## config.mk

```make
export PLATFORM = sky130hd
export DESIGN_NAME = boolean_rpn_evaluator_flat
export DESIGN_NICKNAME = d
export VERILOG_FILES = /design/src/rtl/bre_pkg.sv /design/src/rtl/bre_if.sv /design/src/rtl/bre_stack.sv /design/src/rtl/boolean_rpn_evaluator.sv /design/src/flat_wrapper.sv
export SDC_FILE = /design/constraint.sdc
export NUM_CORES = 1
export LEC_CHECK = 0
export ABC_AREA = 0
export BUFFER_PORTS_ARGS = -buffer_cell sky130_fd_sc_hd__buf_2
export CAP_MARGIN = 40
export CORE_ASPECT_RATIO = 1.75
export CORE_MARGIN = 4
export CORE_UTILIZATION = 55
export DETAILED_ROUTE_END_ITERATION = 16
export PLACE_DENSITY_LB_ADDON = 0.2
export SYNTH_ARGS = -nofsm -noshare
export SYNTH_HDL_FRONTEND = slang
export SYNTH_HIERARCHICAL = 1
export SYNTH_SLANG_ARGS = --single-unit
```

## constraint.sdc

```tcl
create_clock -name clk -period 6 [get_ports clk]
set_clock_uncertainty 0.05 [all_clocks]
set_input_delay 0.6 -clock clk [delete_from_list [all_inputs] [get_ports clk]]
set_output_delay 0.6 -clock clk [all_outputs]
set_load 0.01 [all_outputs]
```

## src/rtl/bre_pkg.sv

```systemverilog
// bre_pkg: shared types, constants and the combine function for the boolean rpn evaluator
// no dependencies; compiled first
package bre_pkg;

	// stack geometry
	localparam int STACK_DEPTH = 64;
	localparam int DEPTH_W     = $clog2(STACK_DEPTH + 1);
	localparam int ADDR_W      = $clog2(STACK_DEPTH);

	// token function codes
	typedef enum logic [2:0] {
		FN_PUSH  = 3'd0,
		FN_NOT   = 3'd1,
		FN_AND   = 3'd2,
		FN_OR    = 3'd3,
		FN_XOR   = 3'd4,
		FN_NAND  = 3'd5,
		FN_NOR   = 3'd6,
		FN_EQUAL = 3'd7
	} func_t;

	// error codes
	typedef enum logic [1:0] {
		ERR_NONE        = 2'd0,
		ERR_UNDERFLOW   = 2'd1,
		ERR_FINAL_DEPTH = 2'd2,
		ERR_OVERFLOW    = 2'd3
	} err_t;

	// command from the token decoder to the stack
	typedef struct packed {
		logic  push;
		logic  invert;
		logic  combine;
		logic  clear;
		func_t func;
		logic  din;
	} stk_cmd_t;

	// stack status back to the decoder
	typedef struct packed {
		logic [DEPTH_W-1:0] depth;
		logic [DEPTH_W-1:0] depth_nxt;
		logic               top_nxt;
	} stk_stat_t;

	// two-operand operators, lhs is the entry below the top
	function automatic logic combine_bits(func_t f, logic lhs, logic rhs);
		logic r;
		case (f)
			FN_AND:  r = lhs & rhs;
			FN_OR:   r = lhs | rhs;
			FN_XOR:  r = lhs ^ rhs;
			FN_NAND: r = ~(lhs & rhs);
			FN_NOR:  r = ~(lhs | rhs);
			default: r = ~(lhs ^ rhs);
		endcase
		return r;
	endfunction

endpackage

```

## src/rtl/bre_if.sv

```systemverilog
// bre_tok_if and bre_res_if: valid/ready channels for tokens and results
// no dependencies
interface bre_tok_if;
	logic       valid;
	logic       ready;
	logic [2:0] func;
	logic       operand_bit;
	logic       last;

	modport source (output valid, output func, output operand_bit, output last, input ready);
	modport sink   (input valid, input func, input operand_bit, input last, output ready);
endinterface

interface bre_res_if;
	logic       valid;
	logic       ready;
	logic       result_bit;
	logic [1:0] error_code;

	modport source (output valid, output result_bit, output error_code, input ready);
	modport sink   (input valid, input result_bit, input error_code, output ready);
endinterface

```

## src/rtl/bre_stack.sv

```systemverilog
// bre_stack: bit stack with the top three entries in registers and the rest in a memory
// depends on bre_pkg
module bre_stack
	import bre_pkg::*;
(
	input  logic      clk,
	input  logic      arst_n,
	input  stk_cmd_t  cmd,
	output stk_stat_t stat
);

	logic                mem [STACK_DEPTH];
	logic [DEPTH_W-1:0]  depth_q;
	logic [DEPTH_W-1:0]  depth_d;
	logic                top_q, nxt_q, thd_q, rd_q, thd_mem_q;
	logic                top_d, nxt_d, thd;
	logic                wr_en, rd_en;
	logic [DEPTH_W-1:0]  wr_pos, rd_pos;

	// third entry comes from the memory read register after a pop
	assign thd = thd_mem_q ? rd_q : thd_q;

	// next stack state and memory access for this word
	always_comb begin
		depth_d = depth_q;
		top_d   = top_q;
		nxt_d   = nxt_q;
		wr_en   = 1'b0;
		wr_pos  = depth_q;
		rd_en   = 1'b0;
		rd_pos  = depth_q - DEPTH_W'(4);
		if (cmd.push) begin
			depth_d = depth_q + DEPTH_W'(1);
			top_d   = cmd.din;
			nxt_d   = top_q;
			wr_en   = 1'b1;
		end else if (cmd.invert) begin
			top_d  = ~top_q;
			wr_en  = 1'b1;
			wr_pos = depth_q - DEPTH_W'(1);
		end else if (cmd.combine) begin
			depth_d = depth_q - DEPTH_W'(1);
			top_d   = combine_bits(cmd.func, nxt_q, top_q);
			nxt_d   = thd;
			wr_en   = 1'b1;
			wr_pos  = depth_q - DEPTH_W'(2);
			rd_en   = (depth_q >= DEPTH_W'(4));
		end
	end

	assign stat.depth     = depth_q;
	assign stat.depth_nxt = depth_d;
	assign stat.top_nxt   = top_d;

	// stack memory, one write and one registered read
	always_ff @(posedge clk) begin
		if (wr_en) begin
			mem[wr_pos[ADDR_W-1:0]] <= top_d;
		end
		if (rd_en) begin
			rd_q <= mem[rd_pos[ADDR_W-1:0]];
		end
	end

	// top entries
	always_ff @(posedge clk) begin
		top_q <= top_d;
		nxt_q <= nxt_d;
		if (cmd.push) begin
			thd_q <= nxt_q;
		end
	end

	// depth and third-entry source
	always_ff @(posedge clk or negedge arst_n) begin
		if (!arst_n) begin
			depth_q   <= '0;
			thd_mem_q <= 1'b0;
		end else begin
			depth_q <= cmd.clear ? '0 : depth_d;
			if (cmd.push) begin
				thd_mem_q <= 1'b0;
			end else if (cmd.combine) begin
				thd_mem_q <= 1'b1;
			end
		end
	end

endmodule

```

## src/rtl/boolean_rpn_evaluator.sv

```systemverilog
// boolean_rpn_evaluator: top level, token decode, sticky error and result register
// depends on bre_pkg, bre_if, bre_stack
//
//   channel | dir | fields                       | word
//   tok     | in  | func, operand_bit, last      | one token
//   res     | out | result_bit, error_code       | one result per last token
//
// one token per cycle while tok.ready is high; each token works on the register-held top of the stack
// a result is registered in the cycle after its last token is accepted and sits in an output register
// tok.ready drops only while that register is full and res.ready is low
// reset clears depth, error and output valid; no memory clearing pass is needed
module boolean_rpn_evaluator
	import bre_pkg::*;
(
	input logic       clk,
	input logic       arst_n,
	bre_tok_if.sink   tok,
	bre_res_if.source res
);

	stk_cmd_t  cmd;
	stk_stat_t stat;
	func_t     func;
	logic      accept;
	logic      op_ok;
	err_t      err_op, err_cur, err_fin;
	err_t      sticky_q, error_code_q;
	logic      out_valid_q, result_bit_q;

	assign func   = func_t'(tok.func);
	assign tok.ready = !out_valid_q || res.ready;
	assign accept = tok.valid && tok.ready;

	// decode token against current depth
	always_comb begin
		cmd        = '0;
		cmd.func   = func;
		cmd.din    = tok.operand_bit;
		cmd.clear  = accept && tok.last;
		op_ok      = 1'b1;
		err_op     = ERR_NONE;
		unique case (func)
			FN_PUSH: begin
				op_ok    = (stat.depth < DEPTH_W'(STACK_DEPTH));
				cmd.push = accept && op_ok;
				err_op   = ERR_OVERFLOW;
			end
			FN_NOT: begin
				op_ok      = (stat.depth >= DEPTH_W'(1));
				cmd.invert = accept && op_ok;
				err_op     = ERR_UNDERFLOW;
			end
			default: begin
				op_ok       = (stat.depth >= DEPTH_W'(2));
				cmd.combine = accept && op_ok;
				err_op      = ERR_UNDERFLOW;
			end
		endcase
	end

	// first error wins, final depth check on the last token
	always_comb begin
		err_cur = sticky_q;
		if (sticky_q == ERR_NONE && !op_ok) begin
			err_cur = err_op;
		end
		err_fin = err_cur;
		if (err_cur == ERR_NONE && stat.depth_nxt != DEPTH_W'(1)) begin
			err_fin = ERR_FINAL_DEPTH;
		end
	end

	bre_stack u_stack (
		.clk    (clk),
		.arst_n (arst_n),
		.cmd    (cmd),
		.stat   (stat)
	);

	// sticky error register
	always_ff @(posedge clk or negedge arst_n) begin
		if (!arst_n) begin
			sticky_q <= ERR_NONE;
		end else if (accept) begin
			sticky_q <= tok.last ? ERR_NONE : err_cur;
		end
	end

	// output valid
	always_ff @(posedge clk or negedge arst_n) begin
		if (!arst_n) begin
			out_valid_q <= 1'b0;
		end else if (accept && tok.last) begin
			out_valid_q <= 1'b1;
		end else if (res.ready) begin
			out_valid_q <= 1'b0;
		end
	end

	// output payload
	always_ff @(posedge clk) begin
		if (accept && tok.last) begin
			result_bit_q <= (err_fin == ERR_NONE) ? stat.top_nxt : 1'b0;
			error_code_q <= err_fin;
		end
	end

	assign res.valid      = out_valid_q;
	assign res.result_bit = result_bit_q;
	assign res.error_code = error_code_q;

	// held error survives tokens until the expression ends
	a_sticky_hold: assert property (@(posedge clk) disable iff (!arst_n)
		accept && !tok.last && sticky_q != ERR_NONE |=> sticky_q == $past(sticky_q))
		else $error("sticky error changed mid-expression");

	// depth stays within the stack
	a_depth_bound: assert property (@(posedge clk) disable iff (!arst_n)
		stat.depth <= DEPTH_W'(STACK_DEPTH))
		else $error("stack depth beyond capacity");

	// the stack is empty after the last token
	a_clear_on_last: assert property (@(posedge clk) disable iff (!arst_n)
		accept && tok.last |=> stat.depth == '0 && sticky_q == ERR_NONE)
		else $error("stack not cleared after last token");

	// an error result carries a zero bit
	a_err_zero_bit: assert property (@(posedge clk) disable iff (!arst_n)
		out_valid_q && error_code_q != ERR_NONE |-> !result_bit_q)
		else $error("result bit set with error");

	// a pending result is never overwritten before it is taken
	a_no_overwrite: assert property (@(posedge clk) disable iff (!arst_n)
		out_valid_q && !res.ready |=> out_valid_q && $stable(error_code_q)
			&& $stable(result_bit_q))
		else $error("pending result lost");

endmodule
```

## src/flat_wrapper.sv

```systemverilog
// flat-port wrapper written by rule: the top's interface ports become plain ports
module boolean_rpn_evaluator_flat import bre_pkg::*;
  (clk, arst_n, tok_valid, tok_func, tok_operand_bit, tok_last, tok_ready, res_valid, res_result_bit, res_error_code, res_ready);
  bre_tok_if tok_i ();
  bre_res_if res_i ();
  input logic clk;
  input logic arst_n;
  input wire logic [$bits(tok_i.valid)-1:0] tok_valid;
  input wire logic [$bits(tok_i.func)-1:0] tok_func;
  input wire logic [$bits(tok_i.operand_bit)-1:0] tok_operand_bit;
  input wire logic [$bits(tok_i.last)-1:0] tok_last;
  output wire logic [$bits(tok_i.ready)-1:0] tok_ready;
  output wire logic [$bits(res_i.valid)-1:0] res_valid;
  output wire logic [$bits(res_i.result_bit)-1:0] res_result_bit;
  output wire logic [$bits(res_i.error_code)-1:0] res_error_code;
  input wire logic [$bits(res_i.ready)-1:0] res_ready;
  assign tok_i.valid = tok_valid;
  assign tok_i.func = tok_func;
  assign tok_i.operand_bit = tok_operand_bit;
  assign tok_i.last = tok_last;
  assign tok_ready = tok_i.ready;
  assign res_valid = res_i.valid;
  assign res_result_bit = res_i.result_bit;
  assign res_error_code = res_i.error_code;
  assign res_i.ready = res_ready;
  boolean_rpn_evaluator u_core (.clk(clk), .arst_n(arst_n), .tok(tok_i), .res(res_i));
endmodule
```

Word-level counts from Yosys, hierarchy flattened
Memory sizes are Yosys's and may differ from the RTL's. A register that Yosys moved wholly into a read port is not among the register bits.
Cells that the tools add are included.
- output and inout bits: 5
- register bits after elaboration: 17
- bits in writable memories: 64
- memories: 1
- bits of input ports: 9
- logic and storage cells: 86
- bitwise logic cells: 7
- $lt $le $gt $ge: 4
- $add $sub $neg: 4
- equality and inequality tests: 8
- muxes and demuxes: 35
- reduce and logical (&&, ||, !) cells: 18
- memory list (name ; depth ; width ; read ports ; clocked after Yosys merged registers in ; write ports ; line ; RTL):
    u_core.u_stack.mem ; 64 ; 1 ; 1 ; 1 ; 1 ; bre_stack.sv:12 ; logic mem [STACK_DEPTH];
- operators by type and width (cell ; number):
    7-bit two-way mux ; 4
    1-bit two-way mux ; 22
    6-bit two-way mux ; 3
    3-bit == test, second input constant ; 3
    2-bit two-way mux ; 4
    7-bit by 1-bit adder with 7-bit output, second input constant ; 1
    7-bit by 1-bit greater-or-equal comparator with 1-bit output, second input constant ; 1
    7-bit by 2-bit greater-or-equal comparator with 1-bit output, second input constant ; 1
    7-bit by 3-bit greater-or-equal comparator with 1-bit output, second input constant ; 1
    1-bit logical AND ; 7
    7-bit less-than comparator, second input constant ; 1
    7-bit by 1-bit != test with 1-bit output, second input constant ; 1
    7-bit by 1-bit subtractor with 7-bit output, second input constant ; 1
    3-bit by 2-bit == test with 1-bit output, second input constant ; 2
    2-bit zero test ; 3
    6-bit by 2-bit subtractor with 6-bit output, second input constant ; 1
    6-bit by 3-bit subtractor with 6-bit output, second input constant ; 1
    1-bit one-hot mux with 5 select lines ; 1
    1-bit NOT ; 4
    2-bit nonzero test ; 2
    3-bit by 1-bit == test with 1-bit output, second input constant ; 1
    3-bit zero test ; 1
    1-bit zero test ; 2
    2-bit by 1-bit != test with 1-bit output, second input constant ; 1
    other kinds (7) ; 7

Longest topological paths before layout
Gate-level depths: netlist of run 1.
- depth in word-level cells: 12
- mapped depth: 11
- gate-level depth less buffers: 10

Modules after synthesis
Netlist of run 1, hierarchy kept.
- modules (own cells, without submodules) (module ; instances ; cells each ; area each (um^2) ; sequential area each (um^2)):
    bre_stack ; 1 ; 329 ; 4181.5 ; 2232.1
    boolean_rpn_evaluator ; 1 ; 39 ; 372.9 ; 165.2

Least setup slack after synthesis of run 1
OpenSTA, ideal clock, no wires.
- kind: register -> register
- start point: reg u_core.u_stack.depth_q[4]
- end point: reg u_core.result_bit_q (netlist: u_core/res.result_bit) (data pin)
- arrival time: 4.712 ns
- required time: 5.768 ns
- buffers on the path: 2
- stages on the path, launching flop included: 10
- clock period less this slack: 4.944 ns
- slack: 1.056 ns
- library setup time: 0.182 ns
- path through: dfrtp_1 > or4_4 > or2_2 > nor3b_1 > buf_4 > a311o_1 > a2bb2oi_1 > buf_4 > or3b_2 > nor4b_1
- RTL lines (what ; line ; RTL):
    start: declaration ; bre_stack.sv:13 ; logic [DEPTH_W-1:0] depth_q;
    start signal: assignment ; bre_stack.sv:80 ; depth_q <= cmd.clear ? '0 : depth_d;
    end signal: assignment ; boolean_rpn_evaluator.sv:103 ; result_bit_q <= (err_fin == ERR_NONE) ? stat.top_nxt : 1'b0;
    end: declaration ; boolean_rpn_evaluator.sv:28 ; logic out_valid_q, result_bit_q;

==> impl_metrics.yaml, run 1 <==
outcome:
  status: "finished clean"
worst_setup_path:
  crit_path_end_kind: "register"
  crit_family: "simple AND/OR/NAND/NOR gates"
  critPathArrivalTime_ns: 3.48
  worstSetupPathType: "reg -> reg"
  path_cells: "or4_4 -> or2_2 -> nor3b_1 -> buf_4 -> nand3b_1 -> a21oi_1 -> a211oi_2 -> nand3_1 -> nor2_1"
  start_kind: "register"
  crit_slowest_cell: "or4_4"
  path_buf_inv: 1
  critPathMaxStageDelay_ns: 0.64
  required_ns: 5.99
  critPathMaxFanout: 13
synth:
  synth_most_common_cell: "nor2_1"
  synth.distinct_cells: 66
  synth-main-ff-cell: "edfxtp_1"
  syn-num-nets: 388
  ys_seq_area_share_pct: 52.6
  yosysWarningCount: 6
  synthArstFlopShare_pct: 13.4
  yosys-top-cells-count: "nor2_1 (73), edfxtp_1 (70), nand3_1 (29)"
  synth_edf_count: 70
  yosysTopAreaCellShare_pct: 46.2
  synth_area_mm2: 0.00455
  synthCells: 368
  synthTopCellsByArea: "edfxtp_1 (46%), mux4_2 (7.9%), dfrtp_1 (6.0%)"
  synth_seq_cells: 82
  avgSynthCellArea_um2: 12.4
  yosys.area.top_type: "edfxtp_1"
detailed_routing:
  drtPass1Iterations: 4
  detail_route.wl_per_cell_um: 20.9
  drc_errors: 0
  routed_via_density: 6.25
  vias: 2967
  ant_nets: 0
  routed_wl_um: 9930
  drtIter0Drc: 203
sta:
  finalSetupViolCount: 0
  slew_viol_final: 0
  setup_tns_ns: 0
  finalCritPeriodShare_pct: 58.2
  whs_ns: 0.0800
  fmax_ghz: 0.286
  hold_viol: 0
  grt_setup_unrepaired: "false"
  slew_headroom_pct: 47.5
  tightestPinTransition_ns: 0.776
  finalCriticalPeriod_ns: 3.49
  setup_ws_ns: 2.51
grt:
  antenna_found_initial: 0
  grt_start_max_net_pins: 66
  grt_pass1_wl_um: 16200
  grt_pass1_vias: 3144
  grt_util_all_layers_pct: 22.0
  gr-total-overflow: 0
clock_tree:
  post_cts_resize_count: 0
  ctsHoldBuffers: 0
  htree_levels: 3
  cts_tree: "built"
  clock-sinks: 82
  ctsLongestPathBuffers: 2
  clkTransAtPathRegs_ns: 0.06
  cts_buffers: 9
  postCtsSetupRepairBufs: 0
  insertion_delay_ns: 0.33
  cts-root-buf: "clkbuf_16"
die:
  pin_count: 14
  die_h_um: 128
  die_w_um: 76.8
  core_area_mm2: 0.00802
  start_util_pct: 56.8
  dieArea_mm2: 0.00986
  fp-row-count: 43
final_layout:
  seq_area_mm2: 0.00240
  n_antenna_cell: 0
  fin_util_pct: 61.6
  fill_cells: 631
  syn_to_final_growth_pct: 8.43
  multiInputGateArea_mm2: 0.00201
  layout-drive-gt1-share_pct: 20.3
  final_net_count: 401
placed_design:
  place_congestion: 0.874
  dpl.hpwl_um: 6980
  pre_cts_ws_ns: 2.49
  io_buffers: 13
power:
  power.total_mw: 2.58
  vdd_ir_drop_max_v: 0.000267
  leakage_nw: 1.71
  power_density_mw_per_mm2: 522
worst_hold_path:
  hold_path.class: "in -> async"
job:
  cap_violations: 0
[cell usage in the layout (no fill, tap or decap), types with 3 or more instances in the layout]
master	synthesis	layout
nor2_1	73	73
edfxtp_1	70	70
nand3_1	29	29
nand2_1	16	16
mux4_2	16	16
buf_2	5	13
dfrtp_1	11	11
mux2i_1	11	11
ha_1	11	11
inv_1	10	10
clkbuf_16	0	9
nor2b_1	9	9
a21oi_1	6	6
buf_4	5	6
xnor2_1	5	5
o21ai_0	5	5
or2_2	4	4
and3_1	4	4
nand4_1	4	4
xor2_1	4	4
nand3b_1	4	4
clkinv_1	1	3
nand2b_1	3	3
nor3b_1	3	3
a31oi_1	3	3
[final timing paths]
check                           slack, ns                        end                       from  cells after the start
worst max-delay path                 2.51     u_core/u_stack/mem[61]  u_core/u_stack/depth_q[4]                      9
worst min-delay path                 0.08  u_core/u_stack/depth_q[0]                     arst_n                      1
worst max register to register       2.51     u_core/u_stack/mem[61]  u_core/u_stack/depth_q[4]                      9
worst min register to register       0.43       u_core/u_stack/thd_q       u_core/u_stack/nxt_q                      0
max in group asynchronous            5.60  u_core/u_stack/depth_q[6]                     arst_n                      1
min in group clk                     0.43       u_core/u_stack/thd_q       u_core/u_stack/nxt_q                      0
[flip-flops by register name, summed over array words and instances (netlist names)]
signal,cells
u_core/u_stack/rd_q,1
u_core/u_stack/nxt_q,1
u_core/u_stack/mem,64
u_core/u_stack/thd_mem_q,1
u_core/res.result_bit,1
u_core/sticky_q,2
u_core/u_stack/depth_q,7
u_core/res.valid,1
u_core/u_stack/thd_q,1
u_core/res.error_code,2
u_core/u_stack/top_q,1
[kinds of logic after synthesis]
logic type / share of synthesized area, %
compound gates: 7.64
fa+ha+maj: 3.02
simple gates: 18.8
mux: 10.3
buf+inv: 3.93
xor+xnor: 3.65
flops: 52.6
[where the power goes]
part           total [mW]  switching [mW]  internal [mW]
combinational        1.26           0.798          0.458
clock               0.488           0.214          0.275
sequential          0.836          0.0654          0.771
total                2.58            1.08           1.50
[final cells by class]
type / instances / share of cell area, %
clock inverter: 6 / 0.684
clock buffer: 9 / 4.56
tap: 90 / 2.28
inverter: 11 / 0.836
multi-input combinational: 257 / 40.6
timing repair buffer: 20 / 2.46
sequential: 82 / 48.5
[layer usage]
| layer | routed length, um | global-route usage [%] | share of wire (%) |
|---|---|---|---|
| met2 | 5630 | 41.3 | 57 |
| met5 | 0 | 0 | 0 |
| met3 | 317 | 3.92 | 3.2 |
| met4 | 406 | 12.4 | 4.1 |
| met1 | 3580 | 22.8 | 36 |
[per-stage QoR]
step,cell area [um2],std cells
after floorplan,4550,368
after CTS,4940,475
after global routing,4940,475
final,4940,475
after detailed placement,4680,460
after global placement,4670,459
Note: power is estimated with default switching activity, not from simulation.
==> inputs of run 2 (changes only) <==
Clock period 6 ns to 3.2 ns, I/O delays scaled along.
==> run 2 against run 1 <==
Effect of this change:
- hold slack better by 0.059 ns
- highest routed layer unchanged
- sequential cell count unchanged
- worst setup slack worse by 2.3 ns
- global-route usage down 0.68 points
- clock power up 120%
- core utilization up 1.9 points
- count of clock-buffer cells in the layout up 1
- sequential power up 81%
- first-iteration DRC count down 6.4%
- total power up 97%
- die area unchanged
- sequential share of layout area down 1.4 points
==> impl_metrics.yaml, run 2 (same netlist as run 1, synthesis figures left out) <==
sta:
  finalSetupViolCount: 0
  tightestPinTransition_ns: 0.556
  finalCritPeriodShare_pct: 93.7
  hold_viol: 0
  slew_viol_final: 0
  slew_headroom_pct: 62.9
  grt_setup_unrepaired: "false"
  fmax_ghz: 0.333
  whs_ns: 0.139
  setup_ws_ns: 0.200
  finalCriticalPeriod_ns: 3.00
detailed_routing:
  routed_wl_um: 9800
  drc_errors: 0
  routed_via_density: 6.11
  drtIter0Drc: 190
  detail_route.wl_per_cell_um: 20.3
  ant_nets: 0
  vias: 2959
  drtPass1Iterations: 4
grt:
  grt_util_all_layers_pct: 21.3
  antenna_found_initial: 0
  grt_pass1_vias: 2978
  gr-total-overflow: 0
  grt_start_max_net_pins: 66
  grt_pass1_wl_um: 15500
worst_hold_path:
  hold_end: "u_core/res.valid"
  min_from: "tok_last"
  whs_path_depth: 3
  hold_path.class: "in -> reg"
clock_tree:
  insertion_delay_ns: 0.34
  cts_buffers: 9
  clock-sinks: 82
  ctsLongestPathBuffers: 2
  htree_levels: 3
  cts-root-buf: "clkbuf_16"
  cts_tree: "built"
  clkTransAtPathRegs_ns: 0.06
worst_setup_path:
  required_ns: 3.20
  start_kind: "register"
  critPathArrivalTime_ns: 3.00
  r2r_start: "u_core/u_stack/depth_q[5]"
  reg2reg_depth: 9
  crit_path_end_kind: "register"
  critPathMaxFanout: 10
  reg2reg_to: "u_core/u_stack/mem[33]"
  r2r_slack_ns: 0.20
  worstSetupPathType: "reg -> reg"
die:
  start_util_pct: 56.8
  fp-row-count: 43
  die_h_um: 128
  dieArea_mm2: 0.00986
  pin_count: 14
  core_area_mm2: 0.00802
  die_w_um: 76.8
final_layout:
  final_common_cell: "nor2_1"
  syn_to_final_growth_pct: 11.7
  n_antenna_cell: 0
  final_cell_mix: "nor2_1 (73), edfxtp_1 (70), nand3_1 (29), nand2_1 (16), mux4_2 (16)"
  largest_reg_flops: 64
  fin_util_pct: 63.5
  final_net_count: 409
  fill_cells: 619
  layout-drive-gt1-share_pct: 22.8
  stdcell_area_mm2: 0.00509
outcome:
  status: "finished clean"
power:
  power.total_mw: 5.09
  power_density_mw_per_mm2: 1000
  leakage_nw: 1.78
  vdd_ir_drop_max_v: 0.000485
placed_design:
  place_area_mm2: 0.00475
  dpl.hpwl_um: 7010
  place_congestion: 0.853
  pre_cts_ws_ns: 0.0899
  io_buffers: 13
job:
  cap_violations: 0
## run 2: layer usage
layer | wire, um | track usage, % | up-vias
met5 | 0 | 0 | -
met4 | 456 | 12.5 | 0
met3 | 234 | 3.99 | 27
met2 | 5540 | 40.4 | 50
met1 | 3570 | 21.3 | 1479
li1 | - | - | 1403
## run 2: worst max path at each step
stage	to	cells after the start	from	slack, ns
5_1_grt	u_core/u_stack/mem[33]	9	u_core/res.valid	0.006
3_3_place_gp	u_core/u_stack/mem[57]	9	u_core/u_stack/depth_q[5]	0.14
6_report	u_core/u_stack/mem[33]	9	u_core/u_stack/depth_q[5]	0.20
3_5_place_dp	u_core/u_stack/mem[45]	9	u_core/u_stack/depth_q[5]	0.09
2_1_floorplan	u_core/res.result_bit	9	u_core/u_stack/depth_q[3]	-0.30
4_1_cts	u_core/u_stack/mem[45]	9	u_core/u_stack/depth_q[5]	0.06
## run 2: power by group
group	switching, mW	internal (mW)
Sequential	0.0578	1.45
Combinational	1.58	0.930
Clock	0.405	0.677
## run 2: stage by stage
stage / TNS (ns) / std cells
floorplan: -0.304 / 368
global placement: 0 / 467
detailed placement: 0 / 467
CTS: 0 / 484
global route: 0 / 484
finish: 0 / 484
## run 2: layout make-up
cell class	instances	area [um2]	share of cell area [%]
timing repair buffer	28	193	3.79
clock buffer	10	229	4.50
inverter	11	41.3	0.811
sequential	82	2400	47.1
multi-input combinational	257	2030	40.0
clock inverter	6	81.3	1.60
tap	90	113	2.21
## run 2: what timing repair did
item / CTS / global route
setup buffers: 0 / 0
resized for setup: 0 / 4
hold buffers: 1 / 0
endpoints found under the setup margin: 0 / 38
endpoints found under the hold margin: 11 / 0
## run 2: worst max-delay path: stages (launching register included)
cell and delay (ns):
dfrtp_1 0.38, or4_4 0.56, or2_4 0.24, nor3b_1 0.13, buf_4 0.19, or2_2 0.31, a21oi_2 0.20, a211o_2 0.22
nand3_1 0.25, nor2_1 0.19
